===== config.mk =====
export PLATFORM = sky130hd
export DESIGN_NAME = rt2d_cordic
export DESIGN_NICKNAME = d
export VERILOG_FILES = /design/src/rtl/rt2d_pkg.sv /design/src/rtl/rt2d_cordic.sv
export SDC_FILE = /design/constraint.sdc
export NUM_CORES = 1
export LEC_CHECK = 0
export BUFFER_PORTS_ARGS = -buffer_cell sky130_fd_sc_hd__buf_2
export CAP_MARGIN = 20
export CORE_ASPECT_RATIO = 1.75
export CORE_MARGIN = 5
export CORE_UTILIZATION = 50
export CTS_CLUSTER_SIZE = 30
export DETAILED_ROUTE_END_ITERATION = 7
export PLACE_DENSITY = 0.68
export SETUP_SLACK_MARGIN = 0.2
export SYNTH_ARGS = -nofsm -noshare
export SYNTH_HDL_FRONTEND = slang
export SYNTH_SLANG_ARGS = --single-unit

===== constraint.sdc =====
create_clock -name clock -period 19.9 [get_ports clock]
set_clock_uncertainty 0.2 [all_clocks]
set_input_delay 1.99 -clock clock [delete_from_list [all_inputs] [get_ports clock]]
set_output_delay 1.99 -clock clock [all_outputs]
set_load 0.05 [all_outputs]

===== src/rtl/rt2d_pkg.sv =====
// Package for the planar rigid transform block: widths, fixed-point constants,
// register map, CORDIC state type, arctangent table and shared structs.
// No dependencies; every other file refers to it by scoped names.
`default_nettype none

package rt2d_pkg;

   localparam int FRAC_BITS    = 16;
   localparam int CORDIC_STEPS = 24;
   localparam int ANG_FRAC     = 24;
   localparam int ANG_SHIFT    = ANG_FRAC - FRAC_BITS;

   localparam int COORD_W = 32;
   localparam int ROT_W   = 25;
   localparam int TRIG_W  = 32;
   localparam int XY_W    = 34;
   localparam int Z_W     = 35;
   localparam int CNT_W   = $clog2(CORDIC_STEPS);
   localparam int ADDR_W  = 4;
   localparam int DATA_W  = 32;

   localparam longint DEG90_L  = 64'sd90 <<< ANG_FRAC;
   localparam longint DEG180_L = 64'sd180 <<< ANG_FRAC;
   localparam longint DEG360_L = 64'sd360 <<< ANG_FRAC;

   localparam logic signed [Z_W-1:0]  DEG90    = Z_W'(DEG90_L);
   localparam logic signed [Z_W-1:0]  DEG180   = Z_W'(DEG180_L);
   localparam logic signed [Z_W-1:0]  DEG360   = Z_W'(DEG360_L);
   localparam logic signed [XY_W-1:0] GAIN_Q30 = XY_W'(64'sd652032874);
   localparam logic signed [XY_W-1:0] ONE_Q30  = XY_W'(64'sd1 <<< 30);

   // point direction codes
   localparam logic OP_TO_BASE = 1'b0;
   localparam logic OP_TO_TOOL = 1'b1;

   typedef enum logic [1:0] {
      REG_ROTATION    = 2'd0,
      REG_TRANSLATE_X = 2'd1,
      REG_TRANSLATE_Y = 2'd2
   } reg_index_type;

   typedef enum logic [4:0] {
      CS_WRAP   = 5'b00001,
      CS_FOLD   = 5'b00010,
      CS_ITER   = 5'b00100,
      CS_FINISH = 5'b01000,
      CS_DONE   = 5'b10000
   } cordic_state_type;

   typedef struct packed {
      logic                      start;
      logic signed [ROT_W-1:0]   rotation;
      logic signed [COORD_W-1:0] tx;
      logic signed [COORD_W-1:0] ty;
   } cfg_type;

   typedef struct packed {
      logic                     busy;
      logic signed [TRIG_W-1:0] cos_q30;
      logic signed [TRIG_W-1:0] sin_q30;
   } trig_type;

   // atan(2^-i) in degrees, 24 fraction bits
   function automatic logic [29:0] atan_q24(input logic [4:0] idx);
      logic [29:0] val;
      case (idx)
         5'd0:  val = 30'd754974720;
         5'd1:  val = 30'd445687602;
         5'd2:  val = 30'd235489088;
         5'd3:  val = 30'd119537938;
         5'd4:  val = 30'd60000934;
         5'd5:  val = 30'd30029717;
         5'd6:  val = 30'd15018523;
         5'd7:  val = 30'd7509720;
         5'd8:  val = 30'd3754917;
         5'd9:  val = 30'd1877466;
         5'd10: val = 30'd938734;
         5'd11: val = 30'd469367;
         5'd12: val = 30'd234684;
         5'd13: val = 30'd117342;
         5'd14: val = 30'd58671;
         5'd15: val = 30'd29335;
         5'd16: val = 30'd14668;
         5'd17: val = 30'd7334;
         5'd18: val = 30'd3667;
         5'd19: val = 30'd1833;
         5'd20: val = 30'd917;
         5'd21: val = 30'd458;
         5'd22: val = 30'd229;
         5'd23: val = 30'd115;
         5'd24: val = 30'd57;
         5'd25: val = 30'd29;
         5'd26: val = 30'd14;
         5'd27: val = 30'd7;
         5'd28: val = 30'd4;
         5'd29: val = 30'd2;
         5'd30: val = 30'd1;
         default: val = 30'd0;
      endcase
      return val;
   endfunction

endpackage

`default_nettype wire


===== src/rtl/rt2d_cordic.sv =====
// Iterative rotation-mode CORDIC in degrees: one micro-rotation per cycle,
// produces Q2.30 cosine and sine of the configured angle. Depends on rt2d_pkg.
`default_nettype none

module rt2d_cordic (
   input  wire                          clock,
   input  wire                          reset,
   input  rt2d_pkg::cfg_type            cfg,
   output rt2d_pkg::trig_type           trig
);

   rt2d_pkg::cordic_state_type             state_ff, state_in;
   logic signed [rt2d_pkg::XY_W-1:0]       x_ff, x_in;
   logic signed [rt2d_pkg::XY_W-1:0]       y_ff, y_in;
   logic signed [rt2d_pkg::Z_W-1:0]        z_ff, z_in;
   logic [rt2d_pkg::CNT_W-1:0]             cnt_ff, cnt_in;
   logic                                   flip_ff, flip_in;
   logic signed [rt2d_pkg::TRIG_W-1:0]     cos_ff, cos_in;
   logic signed [rt2d_pkg::TRIG_W-1:0]     sin_ff, sin_in;

   logic signed [rt2d_pkg::Z_W-1:0]        z_ang;
   logic signed [rt2d_pkg::XY_W-1:0]       xs, ys, xn, yn;
   logic signed [rt2d_pkg::Z_W-1:0]        atan_z;

   assign z_ang  = rt2d_pkg::Z_W'(cfg.rotation) <<< rt2d_pkg::ANG_SHIFT;
   assign xs     = x_ff >>> cnt_ff;
   assign ys     = y_ff >>> cnt_ff;
   assign atan_z = $signed({{(rt2d_pkg::Z_W-30){1'b0}}, rt2d_pkg::atan_q24(5'(cnt_ff))});
   assign xn     = flip_ff ? -x_ff : x_ff;
   assign yn     = flip_ff ? -y_ff : y_ff;

   always_comb begin
      state_in = state_ff;
      x_in     = x_ff;
      y_in     = y_ff;
      z_in     = z_ff;
      cnt_in   = cnt_ff;
      flip_in  = flip_ff;
      cos_in   = cos_ff;
      sin_in   = sin_ff;
      unique case (state_ff)
         rt2d_pkg::CS_WRAP: begin
            // bring the angle into [-180, 180)
            if (z_ang >= rt2d_pkg::DEG180) begin
               z_in = z_ang - rt2d_pkg::DEG360;
            end else if (z_ang < -rt2d_pkg::DEG180) begin
               z_in = z_ang + rt2d_pkg::DEG360;
            end else begin
               z_in = z_ang;
            end
            x_in     = rt2d_pkg::GAIN_Q30;
            y_in     = '0;
            cnt_in   = '0;
            flip_in  = 1'b0;
            state_in = rt2d_pkg::CS_FOLD;
         end
         rt2d_pkg::CS_FOLD: begin
            // fold beyond +-90 by a half turn; negate at the end
            if (z_ff > rt2d_pkg::DEG90) begin
               z_in    = z_ff - rt2d_pkg::DEG180;
               flip_in = 1'b1;
            end else if (z_ff < -rt2d_pkg::DEG90) begin
               z_in    = z_ff + rt2d_pkg::DEG180;
               flip_in = 1'b1;
            end
            state_in = rt2d_pkg::CS_ITER;
         end
         rt2d_pkg::CS_ITER: begin
            if (!z_ff[rt2d_pkg::Z_W-1]) begin
               x_in = x_ff - ys;
               y_in = y_ff + xs;
               z_in = z_ff - atan_z;
            end else begin
               x_in = x_ff + ys;
               y_in = y_ff - xs;
               z_in = z_ff + atan_z;
            end
            cnt_in = cnt_ff + 1'b1;
            if (cnt_ff == rt2d_pkg::CNT_W'(rt2d_pkg::CORDIC_STEPS - 1)) begin
               state_in = rt2d_pkg::CS_FINISH;
            end
         end
         rt2d_pkg::CS_FINISH: begin
            if (xn > rt2d_pkg::ONE_Q30) begin
               cos_in = rt2d_pkg::TRIG_W'(rt2d_pkg::ONE_Q30);
            end else if (xn < -rt2d_pkg::ONE_Q30) begin
               cos_in = rt2d_pkg::TRIG_W'(-rt2d_pkg::ONE_Q30);
            end else begin
               cos_in = rt2d_pkg::TRIG_W'(xn);
            end
            if (yn > rt2d_pkg::ONE_Q30) begin
               sin_in = rt2d_pkg::TRIG_W'(rt2d_pkg::ONE_Q30);
            end else if (yn < -rt2d_pkg::ONE_Q30) begin
               sin_in = rt2d_pkg::TRIG_W'(-rt2d_pkg::ONE_Q30);
            end else begin
               sin_in = rt2d_pkg::TRIG_W'(yn);
            end
            state_in = rt2d_pkg::CS_DONE;
         end
         rt2d_pkg::CS_DONE: ;
         default: state_in = rt2d_pkg::CS_WRAP;
      endcase
      // a new angle restarts the sweep from any state
      if (cfg.start) begin
         state_in = rt2d_pkg::CS_WRAP;
      end
   end

   always_ff @(posedge clock) begin
      if (reset) begin
         state_ff <= rt2d_pkg::CS_WRAP;
      end else begin
         state_ff <= state_in;
      end
      x_ff    <= x_in;
      y_ff    <= y_in;
      z_ff    <= z_in;
      cnt_ff  <= cnt_in;
      flip_ff <= flip_in;
      cos_ff  <= cos_in;
      sin_ff  <= sin_in;
   end

   always_comb begin
      trig.busy    = (state_ff != rt2d_pkg::CS_DONE);
      trig.cos_q30 = cos_ff;
      trig.sin_q30 = sin_ff;
   end

endmodule

`default_nettype wire


## Word-level counts from Yosys, hierarchy flattened

Memories as Yosys holds them, arrays and structs flattened. A register that Yosys moved wholly into a read port is not among the register bits.
Index checks and enable logic that the tools add are counted.
Widths: inputs -> output; s select.

| word-level totals | value |
|---|---|
| word-level logic and storage cells | 74 |
| bits in registers | 178 |
| bits in read-only memories | 960 |
| memories | 1 |
| output and inout port bits | 65 |
| input port bits | 92 |

| cells by class | value |
|---|---|
| add/sub/neg operators | 13 |
| mux-type cells | 21 |
| eq/ne operators | 9 |
| bitwise logic cells | 1 |
| order comparisons | 8 |
| shifts and indexed selects | 2 |
| reduce and logical (&&, ||, !) cells | 9 |

Memories:

| memory | depth | bits a word | rd ports | clocked after memory_dff | write ports | RTL line | text |
|---|---|---|---|---|---|---|---|
| (name not given) | 32 | 30 | 1 | 1 | 0 | rt2d_pkg.sv:66 | `case (idx)` |

Operator list:

| cell | number |
|---|---|
| $mux 35 | 5 |
| $mux 34 | 4 |
| $pmux 34 s2 | 2 |
| $pmux 35 s3 | 1 |
| $add 34x34->34 | 2 |
| $gt 34x32->1 const B | 2 |
| $lt 34x31->1 const B | 2 |
| $neg 34->34 | 2 |
| $sshr 34x5->34 | 2 |
| $sub 34x34->34 | 2 |
| $mux 32 | 2 |
| $add 33x34->35 const B | 1 |
| $add 35x31->35 | 1 |
| $add 35x33->35 const B | 1 |
| $gt 35x32->1 const B | 1 |
| $lt 35x32->1 const B | 1 |
| $sub 33x34->35 const B | 1 |
| $sub 35x31->35 | 1 |
| $sub 35x33->35 const B | 1 |
| $ge 33x33->1 const B | 1 |
| $lt 33x33->1 const B | 1 |
| $pmux 5 s5 | 1 |
| $eq 5x5->1 const B | 2 |
| $mux 5 | 2 |
| other kinds (16) | 22 |

## Logic depth before layout (Yosys ltp)

| logic depth | value |
|---|---|
| depth in word-level cells | 4 |
| depth in mapped cells | 28 |
| mapped depth without buffers | 21 |

## Least setup slack after synthesis

OpenSTA, ideal clock, no wires.

| timing path | value |
|---|---|
| kind | register -> register |
| start point | register cnt_ff[0] in the netlist's numbering |
| end point | register y_ff[31] in the netlist's numbering, data pin |
| setup slack | 13664 ps |
| cell stages (with the launch flop) | 28 |
| buffers on the path | 6 |
| arrival | 5901 ps |
| data required time | 19565 ps |
| setup time | 135 ps |
| period minus slack after synthesis | 6236 ps |
| cells stage by stage | edfxtp_1 > buf_6 > buf_12 > buf_8 > buf_12 > buf_8 > buf_6 > mux4_2 > mux2i_1 > o22ai_1 > a221oi_1 > ha_1 > inv_1 > or4_4 > nor3_4 > nor2_1 > xnor2_1 > ha_1 > and4_1 > nand3_1 > nor2_1 > o31ai_1 > a211oi_1 > a21oi_1 > o21ai_0 > a21oi_1 > or4b_2 > nand3_1 |

| on the way | value |
|---|---|
| longest elaborated chain between the ends | 4 |
| elaborated cells on any way between the ends | 5 |
| those cells by class | add/sub (2); shift (1); mux (2) |

Ends and longest elaborated chain:

| item | RTL line | text |
|---|---|---|
| start: declaration | rt2d_cordic.sv:16 | `logic [rt2d_pkg::CNT_W-1:0] cnt_ff, cnt_in;` |
| start signal: assignment | rt2d_cordic.sv:118 | `cnt_ff <= cnt_in;` |
| $sshr 34x5->34 * | rt2d_cordic.sv:26 | `assign xs = x_ff >>> cnt_ff;` |
| $add 34x34->34 or $sub 34x34->34 (tied branches) | rt2d_cordic.sv:71, rt2d_cordic.sv:75 |  |
| $mux 34 * | rt2d_cordic.sv:69 | `if (!z_ff[rt2d_pkg::Z_W-1]) begin` |
| $pmux 34 s2 * | rt2d_cordic.sv:41 | `unique case (state_ff)` |
| end signal: assignment | rt2d_cordic.sv:116 | `y_ff <= y_in;` |
| end: declaration | rt2d_cordic.sv:14 | `logic signed [rt2d_pkg::XY_W-1:0] y_ff, y_in;` |

Mark *: on every way between the ends. The rest lies on a longest branch, timed or not.
A chain may end at the register's enable or synchronous reset.

## Worst setup path in the final report

Ends and elaborated chain as after synthesis.

==> summary.md <==
| Metric | Value |
|---|---|
| Worst-Margin Slew | `1180 ps` |
| Num CTS Buffers | `23` |
| Asr flop ratio synth | `0%` |
| Req. time, crit path | `20,120 ps` |
| Routed WL | `78,800 µm` |
| FF+latch count, synth | `208` |
| TritonCTS sink count | `208` |
| Synth area leader | `edfxtp_1` |
| Reg power frac | `24.1%` |
| Post-Syn Area | `23,200 µm²` |
| Combinational share of power | `53.6%` |
| Hold Buf Count CTS | `0` |
| Area grow syn2layout | `6.03%` |
| Slew Viols, Final | `0` |
| Prevailing post-synth register cell | `edfxtp_1` |
| Buffers on Ports | `92` |
| Die area | `51,000 µm²` |
| Worst ir drop on vdd | `0.0000819 V` |
| Yosys warnings | `0` |
| Critical Path AT | `8980 ps` |
| Share of the synthesized area in the top cell type | `22.4%` |
| Switching power | `1.01 mW` |
| CTS tree | `built` |
| Synth top area cells | `edfxtp_1 22%, ha_1 6.9%, xor2_1 5.4%, nor2_1 5.0%, mux4_2 5.0%` |
| Final min period | `8760 ps` |
| Final nets | `2,885` |
| I/O Pins | `157` |
| Total congestion overflow | `0` |
| Placed insts | `3,218` |
| Total power divided by cell area | `94.5 nW/µm²` |
| Placer Congestion | `0.988` |
| Largest net degree at the start of global routing | `65` |
| CP Class | `flop to flop` |
| # rows | `104` |
| Area of the core | `45,900 µm²` |
| CP max FO | `55` |
| Syn_nets | `2,921` |
| Clock power frac | `22.4%` |
| Die Span Y | `295 µm` |
| Reg clk slew, reported paths | `70 ps` |
| Initial antenna violation count | `0` |
| Clock buffer depth | `3` |
| Max Cap Violations | `0` |
| Cell variety after synth | `102` |
| Total track usage | `29.6%` |
| Syn avg cell area | `8.60 µm²` |
| Hold violation count in the final report | `0` |
| P_leak | `9.23 nW` |
| Initial DRC count | `1,860` |
| Final ANT Viol Nets | `0` |
| Post-Layout Cell Count | `3,261` |
| Post-DP HPWL | `59,500 µm` |
| Post-synth EDFFs | `173` |
| Sequential element share of the synthesized area | `25.4%` |
| Antenna diodes | `0` |
| Drt pass-1 iters | `6` |
| H-Tree Depth | `1` |
| Via count | `21,523` |
| Initial Utilization | `50.5%` |
| DRC viols | `0` |
| Critical path capture point type | `flop` |
| # setup viols final | `0` |
| Cell internal pwr | `1.32 mW` |
| First-pass GRT wire length | `121,000 µm` |
| Setup TNS | `0 ps` |
| Synth Instances | `2,697` |
| Peak Freq | `114 MHz` |
| Max-slew headroom | `21.1%` |
| Ratio of cells with drive above 1 in the final layout | `11.5%` |
| Critical path startpoint category | `flop` |
| Post-CTS Resized | `0` |
| Post-CTS setup buffer count | `0` |
| Unrepaired setup endpoints after global routing | `false` |
| DR WL/cell | `24.2 µm` |
| Status | `completed` |
| Die width | `173 µm` |
| Root buf cell | `clkbuf_16` |
| Sw Ratio | `43.2%` |
| Vias per inst | `6.60` |
| Final Cycle Share | `44.0%` |
| Clock latency on the worst-skew pair | `560 ps` |
| Vias in the first global route | `21,555` |
| Worst hold path class | `flop to flop` |
sequential cells by signal (all words and copies together), names as in the netlist:
| name | flops |
|---|---|
| cnt_ff | 5 |
| state_ff | 5 |
| x_ff | 34 |
| y_ff | 34 |
| sin_ff | 32 |
| cos_ff | 32 |
| flip_ff | 1 |
| z_ff | 35 |
| atan_z | 30 |
path summary, 6_finish.rpt:
path	cells after the start	startpoint	slack (ps)	to
max reg2reg	23	cnt_ff[0]	11140	y_ff[31]
min	2	state_ff[0]	400	state_ff[1]
max	23	cnt_ff[0]	11140	y_ff[31]
min reg2reg	2	state_ff[0]	400	state_ff[1]
critical path, cell delays in order (launching register included):
cell,delay [ps]
edfxtp_1,410
buf_4,520
buf_4,690
nor2_1,310
mux2i_1,620
o211ai_1,230
a21boi_0,730
nand4bb_1,210
nor3_1,540
and3_1,460
a21oi_1,130
xor2_1,180
o21ai_0,520
ha_1,310
o21ai_0,130
a21oi_1,140
a211o_1,170
o31ai_1,90
a211oi_1,450
a21oi_1,180
o21ai_0,430
a21oi_1,160
or4b_2,620
nand3_1,90
power by group through the flow:
stage,logic [mW],registers [mW],clock network (mW)
3_5_place_dp,1.22,0.566,0
4_1_cts,1.23,0.557,0.529
6_report,1.25,0.559,0.520
2_1_floorplan,0.964,0.533,0
5_1_grt,1.36,0.563,0.540
3_3_place_gp,1.20,0.565,0
routing by layer:
metal,vias to the layer above,track usage [%],share of wire (%)
li1,10033,-,-
met1,10328,28.8,33
met2,869,55.8,52
met3,293,3.36,5.3
met4,0,24.1,9.8
met5,-,0,0
Yosys cell counts (all sizes together), types with 33 or more instances:
cell type	instances
inv	72
xor2	144
nand2b	37
mux2	33
mux4	76
dfxtp	35
clkbuf	119
a31oi	45
a21oi	187
mux2i	59
edfxtp	173
a21o	41
o21ai	168
nand3	52
buf	72
nand2	229
a211oi	34
nor3	67
ha	128
nor2	310
xnor2	101
layout make-up:
cell class                 instances  area (µm²)
clock buffer                      24         579
multi-input combinational       2226       16100
fill                            4257       21300
tap                              583         729
clock inverter                    18         310
inverter                          72         270
sequential                       208        5900
timing repair buffer             130         746
metrics by stage:
step | cell area [µm²] | util (%) | setup slack [ps] | total power [mW] | hold WS [ps]
finish | 24600 | 53.5 | 11140 | 2.32 | 400
global route | 24600 | 53.5 | 10550 | 2.47 | 435
CTS | 24600 | 53.5 | 11140 | 2.32 | 394
detailed placement | 23700 | 51.6 | 11190 | 1.79 | 379
global placement | 23700 | 51.6 | 11350 | 1.77 | 350
floorplan | 23200 | - | 13660 | 1.50 | 304
logic make-up (layout without fill, tap and decap cells):
kind of cell	Yosys count	after routing	share of synthesized area [%]
compound gates	768	768	21.8
xor+xnor	245	245	9.25
fa+ha+maj	132	132	7.25
buf+inv	263	244	5.45
flops	208	208	25.4
mux	168	168	11.9
simple gates	913	913	18.9
layout by cell type (no fill, tap or decap), types with 59 or more instances in the layout:
master      n
o21ai_0   164
edfxtp_1  173
inv_1      69
mux2i_1    59
a21oi_1   184
nor2_1    307
xnor2_1   101
nor3_1     65
ha_1      128
xor2_1    144
nand2_1   229
buf_2      92
(Power assumes the default switching activity.)
