[config.mk]
export PLATFORM = sky130hd
export DESIGN_NAME = rt2d_csr
export DESIGN_NICKNAME = d
export VERILOG_FILES = /design/src/rtl/rt2d_pkg.sv /design/src/rtl/rt2d_csr.sv
export SDC_FILE = /design/constraint.sdc
export NUM_CORES = 1
export LEC_CHECK = 0
export ABC_AREA = 1
export BUFFER_PORTS_ARGS = -buffer_cell sky130_fd_sc_hd__buf_2
export CORE_ASPECT_RATIO = 0.7
export CORE_MARGIN = 2
export CORE_UTILIZATION = 52
export DETAILED_ROUTE_END_ITERATION = 7
export MAX_ROUTING_LAYER = met4
export PLACE_DENSITY = 0.85
export SYNTH_ARGS = -nofsm -noshare
export SYNTH_HDL_FRONTEND = slang
export SYNTH_SLANG_ARGS = --single-unit
[constraint.sdc]
create_clock -name clock -period 3 [get_ports clock]
set_input_delay 0.3 -clock clock [delete_from_list [all_inputs] [get_ports clock]]
set_output_delay 0.3 -clock clock [all_outputs]
set_load 0.1 [all_outputs]
[src/rtl/rt2d_pkg.sv]
// Package for the planar rigid transform block: widths, fixed-point constants,
// register map, CORDIC state type, arctangent table and shared structs.
// No dependencies; every other file refers to it by scoped names.
`default_nettype none

package rt2d_pkg;

   localparam int FRAC_BITS    = 16;
   localparam int CORDIC_STEPS = 24;
   localparam int ANG_FRAC     = 24;
   localparam int ANG_SHIFT    = ANG_FRAC - FRAC_BITS;

   localparam int COORD_W = 32;
   localparam int ROT_W   = 25;
   localparam int TRIG_W  = 32;
   localparam int XY_W    = 34;
   localparam int Z_W     = 35;
   localparam int CNT_W   = $clog2(CORDIC_STEPS);
   localparam int ADDR_W  = 4;
   localparam int DATA_W  = 32;

   localparam longint DEG90_L  = 64'sd90 <<< ANG_FRAC;
   localparam longint DEG180_L = 64'sd180 <<< ANG_FRAC;
   localparam longint DEG360_L = 64'sd360 <<< ANG_FRAC;

   localparam logic signed [Z_W-1:0]  DEG90    = Z_W'(DEG90_L);
   localparam logic signed [Z_W-1:0]  DEG180   = Z_W'(DEG180_L);
   localparam logic signed [Z_W-1:0]  DEG360   = Z_W'(DEG360_L);
   localparam logic signed [XY_W-1:0] GAIN_Q30 = XY_W'(64'sd652032874);
   localparam logic signed [XY_W-1:0] ONE_Q30  = XY_W'(64'sd1 <<< 30);

   // point direction codes
   localparam logic OP_TO_BASE = 1'b0;
   localparam logic OP_TO_TOOL = 1'b1;

   typedef enum logic [1:0] {
      REG_ROTATION    = 2'd0,
      REG_TRANSLATE_X = 2'd1,
      REG_TRANSLATE_Y = 2'd2
   } reg_index_type;

   typedef enum logic [4:0] {
      CS_WRAP   = 5'b00001,
      CS_FOLD   = 5'b00010,
      CS_ITER   = 5'b00100,
      CS_FINISH = 5'b01000,
      CS_DONE   = 5'b10000
   } cordic_state_type;

   typedef struct packed {
      logic                      start;
      logic signed [ROT_W-1:0]   rotation;
      logic signed [COORD_W-1:0] tx;
      logic signed [COORD_W-1:0] ty;
   } cfg_type;

   typedef struct packed {
      logic                     busy;
      logic signed [TRIG_W-1:0] cos_q30;
      logic signed [TRIG_W-1:0] sin_q30;
   } trig_type;

   // atan(2^-i) in degrees, 24 fraction bits
   function automatic logic [29:0] atan_q24(input logic [4:0] idx);
      logic [29:0] val;
      case (idx)
         5'd0:  val = 30'd754974720;
         5'd1:  val = 30'd445687602;
         5'd2:  val = 30'd235489088;
         5'd3:  val = 30'd119537938;
         5'd4:  val = 30'd60000934;
         5'd5:  val = 30'd30029717;
         5'd6:  val = 30'd15018523;
         5'd7:  val = 30'd7509720;
         5'd8:  val = 30'd3754917;
         5'd9:  val = 30'd1877466;
         5'd10: val = 30'd938734;
         5'd11: val = 30'd469367;
         5'd12: val = 30'd234684;
         5'd13: val = 30'd117342;
         5'd14: val = 30'd58671;
         5'd15: val = 30'd29335;
         5'd16: val = 30'd14668;
         5'd17: val = 30'd7334;
         5'd18: val = 30'd3667;
         5'd19: val = 30'd1833;
         5'd20: val = 30'd917;
         5'd21: val = 30'd458;
         5'd22: val = 30'd229;
         5'd23: val = 30'd115;
         5'd24: val = 30'd57;
         5'd25: val = 30'd29;
         5'd26: val = 30'd14;
         5'd27: val = 30'd7;
         5'd28: val = 30'd4;
         5'd29: val = 30'd2;
         5'd30: val = 30'd1;
         default: val = 30'd0;
      endcase
      return val;
   endfunction

endpackage

`default_nettype wire

[src/rtl/rt2d_csr.sv]
// APB-style register file: rotation angle and translation.
// Depends on rt2d_pkg; pulses start on every rotation write.
`default_nettype none

module rt2d_csr (
   input  wire                            clock,
   input  wire                            reset,
   input  wire                            psel,
   input  wire                            penable,
   input  wire                            pwrite,
   input  wire [rt2d_pkg::ADDR_W-1:0]     paddr,
   input  wire [rt2d_pkg::DATA_W-1:0]     pwdata,
   output logic [rt2d_pkg::DATA_W-1:0]    prdata,
   output logic                           pready,
   output rt2d_pkg::cfg_type              cfg
);

   logic signed [rt2d_pkg::ROT_W-1:0]   rotation_ff;
   logic signed [rt2d_pkg::COORD_W-1:0] tx_ff;
   logic signed [rt2d_pkg::COORD_W-1:0] ty_ff;
   logic                                wr_en;
   rt2d_pkg::reg_index_type             reg_idx;

   assign pready  = 1'b1;
   assign wr_en   = psel & penable & pwrite;
   assign reg_idx = rt2d_pkg::reg_index_type'(paddr[rt2d_pkg::ADDR_W-1:2]);

   always_ff @(posedge clock) begin
      if (reset) begin
         rotation_ff <= '0;
         tx_ff       <= '0;
         ty_ff       <= '0;
      end else if (wr_en) begin
         unique case (reg_idx)
            rt2d_pkg::REG_ROTATION:    rotation_ff <= pwdata[rt2d_pkg::ROT_W-1:0];
            rt2d_pkg::REG_TRANSLATE_X: tx_ff       <= pwdata;
            rt2d_pkg::REG_TRANSLATE_Y: ty_ff       <= pwdata;
            default: ;
         endcase
      end
   end

   always_comb begin
      unique case (reg_idx)
         rt2d_pkg::REG_ROTATION:
            prdata = rt2d_pkg::DATA_W'(rotation_ff);
         rt2d_pkg::REG_TRANSLATE_X: prdata = tx_ff;
         rt2d_pkg::REG_TRANSLATE_Y: prdata = ty_ff;
         default:                   prdata = '0;
      endcase
   end

   always_comb begin
      cfg.start    = wr_en && (reg_idx == rt2d_pkg::REG_ROTATION);
      cfg.rotation = rotation_ff;
      cfg.tx       = tx_ff;
      cfg.ty       = ty_ff;
   end

endmodule

`default_nettype wire

== Word level (Yosys, flattened, before mapping) ==
Cells that the tools add are included.

* Bits of input ports: 41
* Register bits: 89
* Logic and storage cells: 13

* Eq/ne operators: 2
* Bitwise gates (word level): 2
* Mux-type cells: 1
* Reductions and logical operators: 5

{| class="wikitable"
|+ Operator list
! operator !! count
|-
| $pmux W32 S3 || 1
|-
| $reduce_and A2 Y1 || 3
|-
| $and A1 B1 Y1 || 2
|-
| $eq A2 B1 Y1 const B || 1
|-
| $eq A2 B2 Y1 const B || 1
|-
| $logic_not A2 Y1 || 1
|-
| $logic_and A1 B1 Y1 || 1
|}

== Logic depth before layout (Yosys ltp) ==
Gate-level depths: netlist (run 1).

* Word-level depth: 3
* Gate-level depth with buffers: 7

== Worst setup path after synthesis (run 1) ==
No wires, ideal clock.

* Path type: register to output
* Start: reg rotation_ff[24] (netlist bit)
* End: out prdata[24] (netlist bit)
* Arrival: 2.029 ns
* Setup slack: 0.671 ns
* Cell stages (with the launch flop): 3
* Cell sequence: dfxtp_1 nand2_1 nand3_1

* Cells in the longest elaborated chain, start to end: 1

{| class="wikitable"
|+ Ends and longest elaborated chain
! element !! line !! RTL
|-
| start, declared || rt2d_csr.sv:18 || <nowiki>logic signed [rt2d_pkg::ROT_W-1:0] rotation_ff;</nowiki>
|-
| start signal, assigned || rt2d_csr.sv:35 || <nowiki>rt2d_pkg::REG_ROTATION: rotation_ff <= pwdata[rt2d_pkg::ROT_W-1:0];</nowiki>
|-
| $pmux W32 S3 || rt2d_csr.sv:44 || <nowiki>unique case (reg_idx)</nowiki>
|-
| end, declared || rt2d_csr.sv:13 || <nowiki>output logic [rt2d_pkg::DATA_W-1:0] prdata,</nowiki>
|}

Every way passes these cells.

== Final worst setup path (run 1) ==
* Start: in paddr[3] (netlist bit)
* End: out prdata[27] (netlist bit)

* Cells in the longest elaborated chain, start to end: 2
* Elaborated cells on any way between the ends: 4
* Classes of those cells: eq/ne (2); mux (1); reduce/logical (1)

{| class="wikitable"
|+ Ends and longest elaborated chain
! element !! line !! RTL
|-
| start, declared || rt2d_csr.sv:11 || <nowiki>input wire [rt2d_pkg::ADDR_W-1:0] paddr,</nowiki>
|-
| $eq A2 B2 Y1, or another cell as far along || rt2d_csr.sv:44 ||
|-
| $pmux W32 S3 (*) || rt2d_csr.sv:44 ||
|}

Every way passes the cells marked *; elsewhere a longest branch is shown, timed or not.

==> reports/summary.log, run 1 <==
[route] post-route DRC violation count 0
[logic_synthesis] cell types with the highest counts after synthesis nand2_1, nor2_1, nand3_1
[global_route] GR Util All Layers 26.73%
[sta] total setup violations reported at the end of the flow 0
[floorplanning] effective utilization at floorplan 53.23%
[clock_network] Max clock buf depth 2
[logic_synthesis] synthesized netlist net count 700
[logic_synthesis] average footprint of a synthesized cell 6.303 um^2
[sta] Pins Over Slew Limit 0
[global_route] number of antenna violations at the first check in global routing 0
[critical_path] CP Data Arrival Time 1700 ps
[sta] final hold violations 0
[global_route] Global Route met3 Usage 5.344%
[pwr] share of total power in the clock network 36.9%
[place] post-placement cell area 4969 um^2
[job] count of max-cap constraint violations 0
[global_route] global-route layer with the greatest usage met2
[route] ratio of routed vias to standard cells 5.087
[global_route] met1 track utilization from global routing 31.64%
[global_route] global-route congestion overflow total 0
[place] RePlAce Congestion 0.8451
[final_layout] layout cells sized above 1 24.31%
[logic_synthesis] cell types with the largest area share after synthesis dfxtp_1, nand2_1, nor2_1
[clock_network] cell at the root of the clock tree clkbuf_16
[clock_network] clock-pin slew on the worst setup and hold paths 60 ps
[route] vias 4594
[logic_synthesis] area leader, netlist dfxtp_1
[floorplanning] die area 8731 um^2
[route] post-detailed-routing wire length 11530 um
[pwr] net switching power 0.0008753 W
[global_route] met2 global-route usage 46.56%
[clock_network] # Post-CTS Setup Buffers 0
[pwr] total internal power 0.001888 W
[logic_synthesis] area share of xor/xnor cells in the synthesized design 0%
[critical_path] Crit Path Category primary input to output port
[critical_path] Worst setup SP type primary input
[critical_path] CP most frequent cell buf_2
[hold_path] Endpoint, Worst Hold tx_ff[26]
[floorplanning] die outline width 110.8 um
[logic_synthesis] Mapped Cells 659
[sta] slew of the pin with the lowest slew margin 835.5 ps
[clock_network] number of buffers added by the clock tree synthesis step 9
[clock_network] insertion delay of the later-clocked pin in the worst-skew pair 320 ps
[logic_synthesis] Simple-Gate Fraction of Synth Area 48.58%
[global_route] via count of the first global-routing pass 4181
[logic_synthesis] fraction of the yosys area taken by sequential cells 42.89%
[route] drt pass-1 iters 4
[floorplanning] std cell rows 27
[final_layout] diodes inserted 0
[hold_path] startpoint of the most critical hold path pwdata[26]
[outcome] result of the run finished, final reports clean
[logic_synthesis] number of flip-flops and latches in the synthesized netlist 89
[logic_synthesis] count of flip-flops with a built-in enable after synthesis 0
[sta] RSZ-0062 raised after global routing false
[pwr] total power of the final layout 0.002763 W
[logic_synthesis] yosys synthesis warning count 0
[logic_synthesis] fraction of synthesized area in multiplexers 0%
[final_layout] Net count, final 838
[floorplanning] Placeable Area 7804 um^2
[critical_path] delay of the slowest cell on the worst path 430 ps
[pwr] Switching Share 31.68%
[hold_path] hold crit path type primary input to flip-flop
[route] routed wire length per instance 12.76 um
[critical_path] R2R Setup Slk 2370 ps
[critical_path] worst reg2reg startpoint ty_ff[18]
[logic_synthesis] summed instance area of the synthesized netlist 4154 um^2
[pwr] VDD IR max 0.0003274 V
[final_layout] post-layout instance area 5244 um^2
[critical_path] reg-to-reg critical path endpoint ty_ff[18]
[clock_network] TritonCTS clock tree done
[route] DRT antenna net count 0
[critical_path] critical path data required time 2700 ps
[place] half-perimeter wire length of the detailed placement result 7592 um
[critical_path] cell at the slowest stage of the critical path buf_2
[logic_synthesis] dominant cell by count in the synthesized netlist nand2_1
[sta] fin crit share 66.64%
[pwr] Power Dens Cells 526.9 nW/um^2
[floorplanning] number of ports placed on the die boundary 164
[logic_synthesis] Unique masters post-synth 14
[place] PortBufs 160
[clock_network] htree depth 3
[critical_path] worst-path maximum fanout 41
[sta] post-route minimum period 1999 ps
[logic_synthesis] area share of the largest cell type after synthesis 42.89%
[critical_path] cell-by-cell trace of the critical path buf_2 -> inv_2 -> nor2_4 -> buf_4 -> nand2_1 -> nand3_1 -> buf_2
[sta] Post-Route Setup TNS 0 ps
[logic_synthesis] Post-synth ARST share 0%
[logic_synthesis] post-synthesis share of cell area spent on full adders, half adders and majority gates 0%
[floorplanning] Die Span Y 78.78 um
[critical_path] Worst R2R Path Depth 2
[clock_network] CTS hold repair buffers 0
[critical_path] category of the worst setup path capture point output port
[pwr] leakage power figure 2.766 nW
[sta] Layout Skew 0 ps
[sta] highest clock frequency the design can meet 500.2 MHz
[clock_network] post_cts resized 0
[global_route] maximum number of pins on one net before global-route repair 90
[hold_path] WHS Path Cells 5
[logic_synthesis] largest family of logic cells by synthesized area simple AND/OR/NAND/NOR gates
[logic_synthesis] fraction of the mapped netlist area in compound gates 0%
[pwr] sequential power share 44.5%
[clock_network] TritonCTS sink count 89
[pwr] combinational fraction of design power 18.6%
[route] Starting DRT DRC Count 241
[final_layout] Area growth, synth to finish 26.23%
[sta] Max-Slew Margin vs Limit 44.30%
[global_route] first-pass GRT wire length 18930 um
[logic_synthesis] leading register cell type out of synthesis dfxtp_1
## state kept, by name, indices dropped and copies added (netlist names)
| register | flops |
|---|---|
| ty_ff | 32 |
| tx_ff | 32 |
| rotation_ff | 25 |
## worst max-delay path by stage
stage / startpoint / end / depth (start not counted) / slack (ps)
after global routing: paddr[3] / prdata[28] / 7 / 890
after CTS: paddr[3] / prdata[27] / 7 / 1010
after global placement: paddr[2] / prdata[14] / 7 / 1040
after detailed placement: paddr[3] / prdata[27] / 7 / 1020
after floorplan: rotation_ff[24] / prdata[24] / 2 / 670
final: paddr[3] / prdata[27] / 7 / 1000
## final cells by class
type	count	area, um^2
repair buffers	171	895.9
multi-input cells	490	2029
fillers	711	2560
clock buffers	12	246.5
clock inverters	4	28.78
well taps	101	126.4
inverters	36	135.1
flip-flops and latches	89	1782
## power by group through the flow
stage	Sequential [W]	Combinational [W]	Clock [W]
global placement	0.00125	0.000505	0
CTS	0.00123	0.000513	0.00104
finish	0.00123	0.000514	0.00102
global route	0.00123	0.000545	0.00109
floorplan	0.00144	0.000230	0
detailed placement	0.00125	0.000512	0
## critical path: cells and delay by family
family                 cells  cell delay [ps]
buffers and inverters      4             1080
AND/OR/NAND/NOR            3              300
## per-stage QoR
stage / hold WS (ps) / util (%) / instances / setup slack, ps
final: 310.9 / 67.20 / 903 / 1001
after global routing: 329.9 / 67.20 / 903 / 894.1
after CTS: 307.1 / 67.20 / 903 / 1012
after detailed placement: 488.8 / 63.67 / 887 / 1021
after global placement: 485.3 / 63.67 / 887 / 1042
after floorplan: 532.1 / - / 659 / 670.7
## cell usage in the layout, fill, tap and decap left out
cell / synthesis / layout
buf_4: 1 / 10
nand3_1: 122 / 122
nor2_4: 3 / 4
clkinvlp_4: 0 / 2
nor2_1: 179 / 178
conb_1: 1 / 1
buf_12: 0 / 1
clkbuf_16: 0 / 9
clkbuf_1: 3 / 2
clkinv_4: 0 / 1
inv_1: 33 / 33
clkinv_2: 0 / 1
buf_2: 25 / 160
nand2_1: 182 / 182
clkbuf_8: 0 / 1
inv_2: 3 / 3
dfxtp_1: 89 / 89
nor2_2: 3 / 3
## cell families (layout without fill, tap and decap cells)
| kind of cell | count (synthesis) | in the layout |
|---|---|---|
| and+or+nand+nor | 489 | 489 |
| buffers and inverters | 80 | 223 |
| DFF | 89 | 89 |
| other | 1 | 1 |
## layer usage
metal / part of all wire, % / up-vias / wire length, um
met2: 48 / 181 / 5570
met1: 43 / 2092 / 5013
met3: 6.8 / 16 / 788
li1: - / 2305 / -
met4: 1.3 / 0 / 153
met5: 0 / - / 0
Note: power is estimated with default switching activity, not from simulation.
==> run 2, diff against run 1 <==
--- a/config.mk
+++ b/config.mk
@@ -9,10 +9,10 @@
 export BUFFER_PORTS_ARGS = -buffer_cell sky130_fd_sc_hd__buf_2
 export CORE_ASPECT_RATIO = 0.7
 export CORE_MARGIN = 2
-export CORE_UTILIZATION = 52
+export CORE_UTILIZATION = 44
 export DETAILED_ROUTE_END_ITERATION = 7
 export MAX_ROUTING_LAYER = met4
-export PLACE_DENSITY = 0.85
+export PLACE_DENSITY = 0.76
 export SYNTH_ARGS = -nofsm -noshare
 export SYNTH_HDL_FRONTEND = slang
 export SYNTH_SLANG_ARGS = --single-unit
==> constraint.sdc (replaced) <==
create_clock -name clock -period 1.6 [get_ports clock]
set_input_delay 0.16 -clock clock [delete_from_list [all_inputs] [get_ports clock]]
set_output_delay 0.16 -clock clock [all_outputs]
set_load 0.1 [all_outputs]
==> run 2 against run 1 <==
First-iteration DRC count is 40% higher. Flip-flop and latch count stayed put. Cell count is 2.5% higher. Clock skew stayed put. Worst setup slack worse by 780 ps. Critical path depth is 4 lower. Utilization is 0.052 points higher. Non-clock buffer count is 3 higher. Critical path type is now flip-flop to output port. Critical endpoint is now prdata[30]. Largest power group unchanged. Highest routed layer unchanged.
==> reports/summary.log, run 2 (synthesis results as in run 1) <==
[outcome] result of the run finished, final reports clean
[final_layout] Net count, final 841
[global_route] via count of the first global-routing pass 4447
[critical_path] critical path data required time 1440 ps
[pwr] leakage power figure 3.158 nW
[floorplanning] std cell rows 29
[clock_network] number of buffers added by the clock tree synthesis step 9
[route] DRT antenna net count 0
[sta] total setup violations reported at the end of the flow 0
[route] drt pass-1 iters 5
[global_route] maximum number of pins on one net before global-route repair 90
[place] half-perimeter wire length of the detailed placement result 8558 um
[sta] fin crit share 86.33%
[clock_network] TritonCTS sink count 89
[global_route] first-pass GRT wire length 20770 um
[critical_path] Crit Path Category flip-flop to output port
[global_route] global-route congestion overflow total 0
[global_route] GR Util All Layers 25.68%
[clock_network] insertion delay of the later-clocked pin in the worst-skew pair 320 ps
[critical_path] worst-path maximum fanout 8
[final_layout] diodes inserted 0
[clock_network] CTS hold repair buffers 0
[route] routed wire length per instance 13.51 um
[floorplanning] Die Span Y 85.30 um
[clock_network] TritonCTS clock tree done
[critical_path] CP Data Arrival Time 1220 ps
[sta] Pins Over Slew Limit 0
[critical_path] category of the worst setup path capture point output port
[final_layout] leading registers by flop count tx_ff (32), ty_ff (32), rotation_ff (25)
[clock_network] cell at the root of the clock tree clkbuf_16
[sta] Layout Skew 0 ps
[job] count of max-cap constraint violations 0
[sta] highest clock frequency the design can meet 724.0 MHz
[floorplanning] effective utilization at floorplan 45.61%
[sta] setup slack after layout 218.8 ps
[route] post-detailed-routing wire length 12510 um
[clock_network] # Post-CTS Setup Buffers 0
[clock_network] htree depth 3
[final_layout] Util after Layout 67.25%
[sta] slew of the pin with the lowest slew margin 519.4 ps
[final_layout] Area growth, synth to finish 47.44%
[place] Post-Place Setup Slack 249.2 ps
[route] vias 4665
[sta] final hold violations 0
[final_layout] layout cells sized above 1 39.78%
[global_route] number of antenna violations at the first check in global routing 0
[sta] Max-Slew Margin vs Limit 65.61%
[route] Starting DRT DRC Count 337
[final_layout] commonest cells after routing, fill and taps aside nand2_1, nor2_1, buf_2
[clock_network] Max clock buf depth 2
[critical_path] Worst setup SP type flip-flop
[floorplanning] Placeable Area 9107 um^2
[floorplanning] number of ports placed on the die boundary 164
[sta] Post-Route Setup TNS 0 ps
[clock_network] clock-pin slew on the worst setup and hold paths 60 ps
[floorplanning] die area 10250 um^2
[floorplanning] die outline width 120.1 um
[route] post-route DRC violation count 0
[sta] RSZ-0062 raised after global routing false
[final_layout] most frequent standard cell in the layout excluding fill and tap cells nand2_1
[pwr] Power Dens Cells 874.1 nW/um^2
[route] ratio of routed vias to standard cells 5.038
[sta] post-route minimum period 1381 ps
[hold_path] hold crit path type primary input to flip-flop
[place] RePlAce Congestion 0.8303
[pwr] VDD IR max 0.0007028 V
[place] PortBufs 160
-- run 2: cell types whose count changed in the layout (fill, tap and decap cells not counted), sizes merged --
cell      before  now
buf          171  174
bufinv         0    1
clkbuf        12    9
clkinvlp       2    1
-- run 2: worst max-delay path, cell delays in order, from the launching register on --
cell and delay, ps:
dfxtp_2 330, nand2_2 220, nand3_2 150, buf_12 190
-- run 2: per-stage QoR --
stage / area (um^2) / total power (W) / std cells / hold slack (ps)
after floorplan: 4425 / 0.003144 / 659 / 392.0
after global placement: 5849 / 0.003397 / 913 / 465.4
after detailed placement: 5849 / 0.003417 / 913 / 473.3
after CTS: 6122 / 0.005379 / 926 / 167.0
after global routing: 6125 / 0.005536 / 926 / 188.8
final: 6125 / 0.005354 / 926 / 176.8
-- run 2: layout make-up --
| type | instances | area (um^2) |
|---|---|---|
| Fill cell | 762 | 2983 |
| Multi-Input combinational cell | 490 | 2192 |
| Sequential cell | 89 | 1893 |
| Timing Repair Buffer | 174 | 1476 |
| Clock buffer | 9 | 225.2 |
| Tap cell | 124 | 155.1 |
| Inverter | 36 | 135.1 |
| Clock inverter | 4 | 47.55 |
-- run 2: power by group --
part           internal (W)  switching [W]
Combinational      0.000250       0.000806
Sequential          0.00227      0.0000402
Clock               0.00118       0.000806
-- run 2: timing repair --
action	in CTS	in global routing
hold endpoints to repair	0	0
gates resized for setup	0	1
endpoints found under the setup margin	0	2
-- run 2: metal layers --
layer  up-vias  part of all wire [%]  global-route usage, %
li1       2310                     -                      -
met1      2135                    44                  32.28
met2       199                    48                  42.30
met3        21                   6.8                  5.511
met4         0                   1.4                  6.417
met5         -                     0                      -
-- run 2: final timing paths --
kind	cells past startpoint	start	endpoint	slack, ps
worst max register to register	2	ty_ff[8]	ty_ff[8]	970
worst max-delay path	3	rotation_ff[24]	prdata[30]	220
worst min-delay path	5	pwdata[31]	tx_ff[31]	180
worst min register to register	2	tx_ff[9]	tx_ff[9]	490
==> run 3, diff against run 2 <==
--- a/config.mk
+++ b/config.mk
@@ -8,7 +8,6 @@
 export ABC_AREA = 1
 export BUFFER_PORTS_ARGS = -buffer_cell sky130_fd_sc_hd__buf_2
 export CORE_ASPECT_RATIO = 0.7
-export CORE_MARGIN = 2
 export CORE_UTILIZATION = 44
 export DETAILED_ROUTE_END_ITERATION = 7
 export MAX_ROUTING_LAYER = met4
==> run 3 against run 2 <==
Clock power rose by 13%. Via count up 0.92%. Cell count grew 0.43%. Final area is 1.5% higher. Worst setup slack lost 150 ps. Clock-buffer cell count grew 3. Wire length shrank 1.2%. Sequential share of layout area fell by 0.46 points. Global-route usage up 0.13 points. Highest routed layer unchanged. Critical endpoint is now prdata[29]. Non-clock buffer count up 1.
==> reports/summary.log, run 3 (synthesis results as in run 1) <==
[route] post-route DRC violation count 0
[sta] total setup violations reported at the end of the flow 0
[global_route] number of antenna violations at the first check in global routing 0
[sta] Layout Skew 0 ps
[final_layout] non-filler instance count after layout 930
[critical_path] CP Data Arrival Time 1370 ps
[global_route] GR Util All Layers 25.81%
[clock_network] CTS hold repair buffers 0
[place] post-placement cell area 5894 um^2
[clock_network] cell at the root of the clock tree clkbuf_16
[final_layout] layout cells sized above 1 39.70%
[global_route] via count of the first global-routing pass 4410
[route] routed wire length per instance 13.30 um
[pwr] leakage power figure 3.193 nW
[final_layout] Area growth, synth to finish 49.67%
[clock_network] clock-pin slew on the worst setup and hold paths 60 ps
[critical_path] kind of cell with the highest combined delay on the critical path simple AND/OR/NAND/NOR gates
[sta] slew of the pin with the lowest slew margin 512.0 ps
[place] RePlAce Congestion 0.8000
[hold_path] WHS Path Cells 5
[route] vias 4708
[place] half-perimeter wire length of the detailed placement result 8530 um
[job] count of max-cap constraint violations 0
[floorplanning] number of ports placed on the die boundary 164
[pwr] Power Dens Cells 902.1 nW/um^2
[route] DRT antenna net count 0
[clock_network] insertion delay of the later-clocked pin in the worst-skew pair 320 ps
[final_layout] post-layout instance area 6217 um^2
[critical_path] critical path data required time 1440 ps
[place] Post-Place Setup Slack 238.0 ps
[sta] final hold violations 0
[sta] post-route minimum period 1535 ps
[clock_network] number of buffers added by the clock tree synthesis step 9
[floorplanning] Die Span Y 83.30 um
[final_layout] leading registers by flop count tx_ff (32), ty_ff (32), rotation_ff (25)
[route] Starting DRT DRC Count 315
[sta] fin crit share 95.92%
[floorplanning] Placeable Area 9107 um^2
[global_route] maximum number of pins on one net before global-route repair 90
[global_route] first-pass GRT wire length 20220 um
[critical_path] Crit Path Category flip-flop to output port
[final_layout] Net count, final 842
[outcome] result of the run finished, final reports clean
[critical_path] cell at the slowest stage of the critical path nand2_1
[critical_path] Worst setup SP type flip-flop
[floorplanning] die area 9840 um^2
[critical_path] CP Buf/Inv Count 1
[clock_network] TritonCTS clock tree done
[sta] RSZ-0062 raised after global routing false
[clock_network] Max clock buf depth 2
[critical_path] Worst R2R Path Depth 2
[floorplanning] die outline width 118.1 um
[clock_network] htree depth 3
[final_layout] most frequent standard cell in the layout excluding fill and tap cells nand2_1
[clock_network] TritonCTS sink count 89
[critical_path] category of the worst setup path capture point output port
[sta] highest clock frequency the design can meet 651.6 MHz
[route] post-detailed-routing wire length 12370 um
[place] PortBufs 160
[clock_network] # Post-CTS Setup Buffers 0
[hold_path] hold crit path type primary input to flip-flop
[critical_path] WP depth 3
[sta] Post-Route Setup TNS 0 ps
[critical_path] cell-by-cell trace of the critical path nand2_1 -> nand3_2 -> buf_12
[critical_path] worst-path maximum fanout 8
[final_layout] commonest cells after routing, fill and taps aside nand2_1, nor2_1, buf_2
[clock_network] post_cts resized 0
[route] drt pass-1 iters 5
[sta] Pins Over Slew Limit 0
[global_route] global-route congestion overflow total 0
[critical_path] delay of the slowest cell on the worst path 370 ps
[final_layout] diodes inserted 0
[floorplanning] effective utilization at floorplan 45.61%
[sta] setup slack after layout 65.32 ps
[floorplanning] std cell rows 29
[route] ratio of routed vias to standard cells 5.062
[place] cell count after placement 914
[sta] Max-Slew Margin vs Limit 66.10%
[pwr] VDD IR max 0.0005151 V
==> run 3: through the flow <==
stage               total power, W  utilization, %  hold WS [ps]
finish                    0.005609           68.26         170.7
global route              0.005810           68.26         193.9
CTS                       0.005651           68.26         164.1
detailed placement        0.003428           64.72         473.6
global placement          0.003406           64.72         465.3
floorplan                 0.003144               -         392.0
==> run 3: cell type report <==
type / instances / area (um^2)
tap: 124 / 155.1
fill: 745 / 2890
inverter: 36 / 135.1
timing repair buffer: 175 / 1521
sequential: 89 / 1893
multi-input combinational: 490 / 2190
clock buffer: 12 / 246.5
clock inverter: 4 / 76.32
==> run 3: where the power goes <==
group | switching, W | internal (W)
registers | 0.0000397 | 0.00227
clock network | 0.000816 | 0.00141
logic | 0.000806 | 0.000258
total | 0.00166 | 0.00395
==> run 3: worst reg2reg max path, stage by stage, from the launching register on <==
cell and delay [ps]:
dfxtp_2 330, nor2_1 120, nor2_1 60
==> run 3: per-layer routing <==
layer  part of all wire, %  wire length [um]  GRT usage, %
met5                     0                 0             -
met4                   1.1               139         6.410
met3                   6.6               821         4.808
met2                    48              5902         43.16
met1                    44              5502         32.19
==> run 3: worst paths after layout <==
check | startpoint | end | slack, ps
min | pwdata[26] | tx_ff[26] | 170
max | rotation_ff[24] | prdata[29] | 70
max reg2reg | tx_ff[27] | tx_ff[27] | 990
min reg2reg | rotation_ff[3] | rotation_ff[3] | 480
